[src/rtl/utf8d_pkg.sv]
// Shared types and constants for the UTF-8 stream decoder.
// No dependencies; imported by every module under rtl/.
package utf8d_pkg;

    localparam int CP_W  = 21;   // code point width
    localparam int CNT_W = 3;    // results per input byte, 0 to 4

    localparam logic [CP_W-1:0] REPLACEMENT_CP = 21'h00FFFD;

    // Lead and continuation byte classes
    localparam logic [1:0] CONT_TAG  = 2'b10;
    localparam logic [2:0] LEAD2_TAG = 3'b110;
    localparam logic [3:0] LEAD3_TAG = 4'b1110;
    localparam logic [4:0] LEAD4_TAG = 5'b11110;

    // Continuations still needed by a freshly opened sequence
    localparam logic [1:0] EXP_NONE = 2'd0;
    localparam logic [1:0] EXP_ONE  = 2'd1;
    localparam logic [1:0] EXP_TWO  = 2'd2;
    localparam logic [1:0] EXP_THREE = 2'd3;

    // Results caused by one input byte: cnt-1 replacements, then the final one
    typedef struct packed {
        logic [CNT_W-1:0] cnt;
        logic [CP_W-1:0]  cp_last;
        logic             err_last;
        logic             text_end;
    } burst_t;

endpackage

[src/rtl/utf8d_decode.sv]
// Sequence state and per-byte decode for the UTF-8 stream decoder.
// Depends on utf8d_pkg; instantiated by utf8_stream_decoder.
module utf8d_decode import utf8d_pkg::*; (
    input  logic            aclk,
    input  logic            aresetn,
    input  logic [7:0]      item_byte,
    input  logic            item_end,
    input  logic            commit,     // byte leaves the input register
    output burst_t          desc
);

    logic [CP_W-1:0] pv_reg, pv_next;
    logic [1:0]      exp_reg, exp_next;
    logic [1:0]      seen_reg, seen_next;

    logic            fresh_emit;
    logic [CP_W-1:0] fresh_cp;
    logic            fresh_err;
    logic [1:0]      fresh_exp;
    logic [CP_W-1:0] fresh_pv;

    logic            is_cont;
    logic [1:0]      seen_inc;
    logic [CP_W-1:0] pv_acc;
    logic [CNT_W-1:0] flush_cnt;

    // Classify the byte as if no sequence were open
    always_comb begin
        fresh_emit = 1'b0;
        fresh_cp   = REPLACEMENT_CP;
        fresh_err  = 1'b1;
        fresh_exp  = EXP_NONE;
        fresh_pv   = '0;
        if (!item_byte[7]) begin
            fresh_emit = 1'b1;
            fresh_cp   = {{(CP_W-8){1'b0}}, item_byte};
            fresh_err  = 1'b0;
        end else if (item_byte[7:5] == LEAD2_TAG) begin
            fresh_exp = EXP_ONE;
            fresh_pv  = {{(CP_W-5){1'b0}}, item_byte[4:0]};
        end else if (item_byte[7:4] == LEAD3_TAG) begin
            fresh_exp = EXP_TWO;
            fresh_pv  = {{(CP_W-4){1'b0}}, item_byte[3:0]};
        end else if (item_byte[7:3] == LEAD4_TAG) begin
            fresh_exp = EXP_THREE;
            fresh_pv  = {{(CP_W-3){1'b0}}, item_byte[2:0]};
        end else begin
            // stray continuation or 0xF8 to 0xFF
            fresh_emit = 1'b1;
        end
    end

    assign is_cont   = (item_byte[7:6] == CONT_TAG);
    assign seen_inc  = seen_reg + 2'd1;
    assign pv_acc    = {pv_reg[CP_W-7:0], item_byte[5:0]};
    assign flush_cnt = {1'b0, seen_reg} + 3'd1;

    // Work out the results of this byte and the state it leaves
    always_comb begin
        pv_next       = pv_reg;
        exp_next      = exp_reg;
        seen_next     = seen_reg;
        desc.cnt      = '0;
        desc.cp_last  = REPLACEMENT_CP;
        desc.err_last = 1'b1;
        desc.text_end = item_end;
        if (exp_reg != EXP_NONE && is_cont) begin
            // extend the open sequence
            if (seen_inc >= exp_reg) begin
                desc.cnt      = 3'd1;
                desc.cp_last  = pv_acc;
                desc.err_last = 1'b0;
                pv_next       = '0;
                exp_next      = EXP_NONE;
                seen_next     = 2'd0;
            end else if (item_end) begin
                desc.cnt  = {1'b0, seen_inc} + 3'd1;
                pv_next   = '0;
                exp_next  = EXP_NONE;
                seen_next = 2'd0;
            end else begin
                pv_next   = pv_acc;
                seen_next = seen_inc;
            end
        end else begin
            // replace any broken sequence, then decode the byte fresh
            if (fresh_emit) begin
                desc.cnt      = (exp_reg != EXP_NONE) ? flush_cnt + 3'd1 : 3'd1;
                desc.cp_last  = fresh_cp;
                desc.err_last = fresh_err;
                pv_next       = '0;
                exp_next      = EXP_NONE;
                seen_next     = 2'd0;
            end else if (item_end) begin
                desc.cnt  = (exp_reg != EXP_NONE) ? flush_cnt + 3'd1 : 3'd1;
                pv_next   = '0;
                exp_next  = EXP_NONE;
                seen_next = 2'd0;
            end else begin
                desc.cnt  = (exp_reg != EXP_NONE) ? flush_cnt : 3'd0;
                pv_next   = fresh_pv;
                exp_next  = fresh_exp;
                seen_next = 2'd0;
            end
        end
    end

    // Hold sequence state until a byte is committed
    always_ff @(posedge aclk) begin
        if (!aresetn) begin
            pv_reg   <= '0;
            exp_reg  <= EXP_NONE;
            seen_reg <= 2'd0;
        end else if (commit) begin
            pv_reg   <= pv_next;
            exp_reg  <= exp_next;
            seen_reg <= seen_next;
        end
    end

`ifndef SYNTHESIS
    a_seen_below_exp: assert property (@(posedge aclk) disable iff (!aresetn)
        exp_reg != EXP_NONE |-> seen_reg < exp_reg)
        else $error("continuation count reached expected length");
    a_idle_clear: assert property (@(posedge aclk) disable iff (!aresetn)
        exp_reg == EXP_NONE |-> seen_reg == 2'd0 && pv_reg == '0)
        else $error("sequence state not cleared while idle");
    a_end_closes: assert property (@(posedge aclk) disable iff (!aresetn)
        commit && item_end |=> exp_reg == EXP_NONE)
        else $error("sequence left open after end of text");
`endif

endmodule

[src/rtl/utf8d_burst.sv]
// Result sequencer: plays out the results of one byte, one per transfer.
// Depends on utf8d_pkg; instantiated by utf8_stream_decoder.
module utf8d_burst import utf8d_pkg::*; (
    input  logic            aclk,
    input  logic            aresetn,
    input  logic            load,
    input  burst_t          desc,
    output logic            free,
    output logic            m_tvalid,
    input  logic            m_tready,
    output logic [23:0]     m_tdata,    // [20:0] code_point, zero filled
    output logic [1:0]      m_tuser,    // [0] decode_error, [1] run_last
    output logic            m_tlast     // text_last
);

    logic [CNT_W-1:0] cnt_reg;
    logic [CP_W-1:0]  cp_reg;
    logic             err_reg;
    logic             end_reg;
    logic             final_one;
    logic [CP_W-1:0]  out_cp;

    assign final_one = (cnt_reg == 3'd1);
    assign free      = (cnt_reg == '0) || (final_one && m_tready);

    // Count down the pending results; reload when empty or as the last one goes
    always_ff @(posedge aclk) begin
        if (!aresetn) begin
            cnt_reg <= '0;
        end else if (load) begin
            cnt_reg <= desc.cnt;
        end else if (m_tvalid && m_tready) begin
            cnt_reg <= cnt_reg - 3'd1;
        end
    end

    always_ff @(posedge aclk) begin
        if (load) begin
            cp_reg  <= desc.cp_last;
            err_reg <= desc.err_last;
            end_reg <= desc.text_end;
        end
    end

    // Earlier results of a run are always replacements
    assign out_cp   = final_one ? cp_reg : REPLACEMENT_CP;
    assign m_tvalid = (cnt_reg != '0);
    assign m_tdata  = {3'b000, out_cp};
    assign m_tuser  = {final_one, final_one ? err_reg : 1'b1};
    assign m_tlast  = final_one && end_reg;

`ifndef SYNTHESIS
    a_cnt_range: assert property (@(posedge aclk) disable iff (!aresetn)
        cnt_reg <= 3'd4)
        else $error("result count out of range");
    a_load_free: assert property (@(posedge aclk) disable iff (!aresetn)
        load |-> free && desc.cnt != '0)
        else $error("burst loaded while busy or empty");
    a_early_repl: assert property (@(posedge aclk) disable iff (!aresetn)
        m_tvalid && !m_tuser[1] |-> m_tuser[0] && out_cp == REPLACEMENT_CP)
        else $error("non-final result is not a replacement");
    a_text_in_run: assert property (@(posedge aclk) disable iff (!aresetn)
        m_tlast |-> m_tvalid && m_tuser[1])
        else $error("text end outside final result of a run");
`endif

endmodule

[src/rtl/utf8_stream_decoder.sv]
// Top level of the UTF-8 stream decoder: input register, decode, sequencer.
// Depends on utf8d_pkg, utf8d_decode and utf8d_burst.
//
//   channel  direction  tdata            tuser                      tlast
//   s_       in         [7:0] data_byte  -                          text_end
//   m_       out        [20:0] code_pt   [0] decode_error [1] run   text_last
//
// One byte is decoded per cycle while the sequencer can take its results; a
// byte gives one transfer per result (mostly one, up to four when a broken
// sequence is replaced). Bytes that cause no result leave with no transfer out.
// Reset is synchronous on aresetn low and clears the sequence state.
// A stalled output holds the byte in the input register; the input side
// stalls only once that register is also full.
module utf8_stream_decoder import utf8d_pkg::*; (
    input  logic        aclk,
    input  logic        aresetn,
    input  logic        s_tvalid,
    output logic        s_tready,
    input  logic [7:0]  s_tdata,    // [7:0] data_byte
    input  logic        s_tlast,    // text_end
    output logic        m_tvalid,
    input  logic        m_tready,
    output logic [23:0] m_tdata,    // [20:0] code_point, rest zero
    output logic [1:0]  m_tuser,    // [0] decode_error, [1] run_last
    output logic        m_tlast     // text_last
);

    logic       in_valid_reg;
    logic [7:0] in_byte_reg;
    logic       in_end_reg;
    burst_t     desc;
    logic       burst_free;
    logic       commit;
    logic       load;

    // Advance a byte once its results can be taken by the sequencer
    assign commit   = in_valid_reg && (desc.cnt == '0 || burst_free);
    assign load     = commit && desc.cnt != '0;
    assign s_tready = !in_valid_reg || commit;

    always_ff @(posedge aclk) begin
        if (!aresetn) begin
            in_valid_reg <= 1'b0;
        end else if (s_tready) begin
            in_valid_reg <= s_tvalid;
        end
    end

    always_ff @(posedge aclk) begin
        if (s_tready && s_tvalid) begin
            in_byte_reg <= s_tdata;
            in_end_reg  <= s_tlast;
        end
    end

    utf8d_decode u_decode (
        .aclk      (aclk),
        .aresetn   (aresetn),
        .item_byte (in_byte_reg),
        .item_end  (in_end_reg),
        .commit    (commit),
        .desc      (desc)
    );

    utf8d_burst u_burst (
        .aclk     (aclk),
        .aresetn  (aresetn),
        .load     (load),
        .desc     (desc),
        .free     (burst_free),
        .m_tvalid (m_tvalid),
        .m_tready (m_tready),
        .m_tdata  (m_tdata),
        .m_tuser  (m_tuser),
        .m_tlast  (m_tlast)
    );

endmodule

[config.mk]
export PLATFORM = sky130hd
export DESIGN_NAME = utf8_stream_decoder
export DESIGN_NICKNAME = d
export VERILOG_FILES = /design/src/rtl/utf8d_pkg.sv /design/src/rtl/utf8d_decode.sv /design/src/rtl/utf8d_burst.sv /design/src/rtl/utf8_stream_decoder.sv
export SDC_FILE = /design/constraint.sdc
export NUM_CORES = 1
export LEC_CHECK = 0
export BUFFER_PORTS_ARGS = -buffer_cell sky130_fd_sc_hd__buf_2
export CAP_MARGIN = 20
export CORE_MARGIN = 1.5
export CORE_UTILIZATION = 50
export CTS_CLUSTER_SIZE = 25
export DETAILED_ROUTE_END_ITERATION = 7
export GPL_TIMING_DRIVEN = 0
export PLACE_DENSITY = 0.74
export SLEW_MARGIN = 20
export SYNTH_ARGS = -nofsm -noshare
export SYNTH_HDL_FRONTEND = slang
export SYNTH_SLANG_ARGS = --single-unit
[constraint.sdc]
create_clock -name aclk -period 3.4 [get_ports aclk]
set_input_delay 0.34 -clock aclk [delete_from_list [all_inputs] [get_ports aclk]]
set_output_delay 0.34 -clock aclk [all_outputs]
set_load 0.02 [all_outputs]
==> results.tsv <==
stage	metric	value	unit
status	status	complete, no violations	
job	maxCapViolCount	0	
routing	viasPerCell	5.19	
layout	postLayoutCoreUtil	61.0	%
hold_path	hold_class	in -> reg	
grt	grt_overflow	0	
grt	grt_pass1_vias	1717	
critical_path	required	3.06	ns
sta	fin_crit_sh	92.3	%
grt	grt_max_degree	19	
clocking	clockBufferDepth	2	
grt	antenna_found_initial	0	
placement	gp_congestion	0.841	
clocking	cts_root_buffer	clkbuf_8	
layout	largest_reg_flops	21	
yosys	synth_area	2750	um2
clocking	ctsHoldBuffers	0	
sta	skew	0.00458	ns
floorplanning	die_x	77.2	um
layout	diodes	0	
layout	layout-drive-gt1-share	22.7	%
routing	first_pass_iters	4	
yosys	ys.flop_type	edfxtp_1	
sta	worst_pin_slew	0.691	ns
pwr	finalPower	1.95	mW
sta	setup_violations	0	
critical_path	path_class	reg -> out	
pwr	ir_worst_vdd	283	uV
sta	grt_setup_unrepaired	false	
sta	slew_headroom	53.5	%
yosys	synth_seq_cells	55	
floorplanning	row_count	26	
critical_path	endpoint_kind	output port	
critical_path	cp_max_fo	9	
clocking	post-cts-setup-buffers	0	
sta	layout_min_cycle_time	3.14	ns
routing	post_drt_wl_per_cell	12.9	um
yosys	yosysWarningCount	0	
floorplanning	coreArea	5200	um2
clocking	cts_made_buffers	5	
critical_path	critPathArrivalTime	2.80	ns
critical_path	critPathLaunchType	flip-flop	
pwr	p_per_area	614	nW/um2
clocking	cts_max_level	2	
routing	vias	1988	
yosys	syn_avg_cell_area	10.4	um2
yosys	synth_cell_types	47	
grt	grt_first_pass_wirelength	8190	um
routing	drc_errors	0	
clocking	cts_tree	built	
placement	port_buffers	38	
routing	drtIter0Drc	118	
routing	routed_wl	4940	um
placement	place_hpwl	3700	um
sta	drv_slew	0	
yosys	ys_seq_area_share	51.6	%
floorplanning	dieArea	5960	um2
pwr	power.leakage	1.20	nW
layout	fin_nets	332	
floorplanning	die_h	77.2	um
clocking	clock_sinks	55	
yosys	ys_async_sr_fraction	0	%
layout	area_delta_synth_final	15.3	%
floorplanning	start_util	52.9	%
yosys	synth_edf_count	32	
sta	fmax	0.319	GHz
grt	globalRouteTotalUtil	17.4	%
floorplanning	num_io_pins	42	
yosys	syn_inst	264	
clocking	clkLatencyLatePin	0.30	ns
sta	hold_viol_final	0	
layout	fillers	439	
clocking	clkTransAtPathRegs	0.10	ns
routing	drtAntennaViolNets	0	
-- layout make-up --
class	instances	area, um2	area share [%]
Buffer	16	92.6	2.92
Clock buffer	5	68.8	2.17
Clock inverter	3	46.3	1.46
Inverter	8	30.0	0.946
Multi-Input combinational cell	187	1220	38.6
Sequential cell	55	1420	44.8
Tap cell	70	87.6	2.76
Timing Repair Buffer	39	201	6.35
-- placed cells by master (no fill, tap or decap), types with 3 or more instances in the layout --
cell type / n
a21boi_1: 17
a21o_1: 10
a21oi_1: 5
a31oi_1: 3
and2_1: 9
and3_1: 7
buf_2: 39
buf_4: 6
clkbuf_1: 7
clkbuf_8: 5
conb_1: 3
dfxtp_1: 22
edfxtp_1: 32
ha_1: 7
inv_1: 8
nand2_1: 14
nand2b_1: 37
nand3_1: 17
nor2_1: 6
nor2_2: 3
nor2b_1: 6
nor3_1: 4
o211ai_1: 4
o21ai_0: 3
o22ai_1: 3
or2_2: 5
-- through the flow --
step,setup WS (ns),hold slack [ns],setup TNS (ns),cell area (um2),instances
finish,0.263,0.201,0,3170,383
global route,0.0153,0.188,0,3170,383
CTS,0.105,0.198,0,3170,383
detailed placement,0.122,0.452,0,3050,375
global placement,-0.350,0.449,-8.03,3040,374
floorplan,0.270,0.439,0,2760,266
-- layer usage --
| layer | routed length [um] | track usage [%] |
|---|---|---|
| met5 | 0 | 0 |
| met4 | 42 | 4.91 |
| met3 | 239 | 2.86 |
| met2 | 2190 | 28.1 |
| met1 | 2460 | 24.2 |
-- power by group --
group          total (mW)  internal (mW)  leakage (nW)  switching [mW]
Combinational       0.678          0.254         0.662           0.423
Sequential          0.837          0.803         0.486          0.0342
Clock               0.434          0.222        0.0548           0.212
-- cells by family (layout without fill, tap and decap cells) --
| logic type | count (synthesis) | in the layout | synth area share, % |
|---|---|---|---|
| DFF | 55 | 55 | 51.6 |
| adders and majority gates | 7 | 7 | 3.18 |
| other | 1 | 3 | 0.136 |
| muxes | 1 | 1 | 0.364 |
| buffers and inverters | 24 | 71 | 4.45 |
| AOI/OAI and AO/OA | 59 | 59 | 15.6 |
| xor gates and xnor gates | 1 | 1 | 0.318 |
| and+or+nand+nor | 116 | 116 | 24.3 |
-- synthesized netlist by cell type (2+ instances only) --
library cell	n	area, um2
a211oi_1	2	15.0
a21boi_1	17	128
a21o_1	10	75.1
a21oi_1	6	30.0
a31oi_1	3	18.8
and2_1	9	56.3
and3_1	7	43.8
buf_4	6	45.0
clkbuf_1	7	26.3
dfxtp_1	23	460
edfxtp_1	32	961
ha_1	7	87.6
inv_1	8	30.0
nand2_1	14	52.6
nand2b_1	37	231
nand3_1	17	85.1
nor2_1	7	26.3
nor2_2	2	12.5
nor2b_1	7	43.8
nor3_1	4	20.0
o211ai_1	4	30.0
o21ai_0	3	15.0
o21ai_1	2	10.0
o22ai_1	3	18.8
or2_2	5	31.3
-- worst paths after layout --
check                       startpoint                  end  slack (ns)  depth (start not counted)
setup / recovery  u_decode.seen_reg[0]             s_tready        0.26                         11
hold reg to reg    u_decode.pv_reg[13]  u_decode.pv_reg[13]        0.47                          2
hold / removal              s_tdata[0]       in_byte_reg[0]        0.20                          1
setup reg to reg  u_decode.seen_reg[0]       in_byte_reg[3]        0.48                         10
-- critical path, cell delays in order (launching register included) --
cell and delay (ns):
dfxtp_2 0.43, inv_1 0.09, ha_1 0.38, inv_1 0.09, ha_1 0.33, a21o_1 0.28
nand2_1 0.16, nand3_1 0.14, nor2_1 0.09, nor3b_2 0.28, inv_1 0.07, buf_2 0.16
-- what timing repair did --
item,CTS,global route
endpoints found under the hold margin,0,0
setup endpoints to repair,0,10
resized for setup,0,3
No activity file was read; power rests on OpenSTA's default activity.
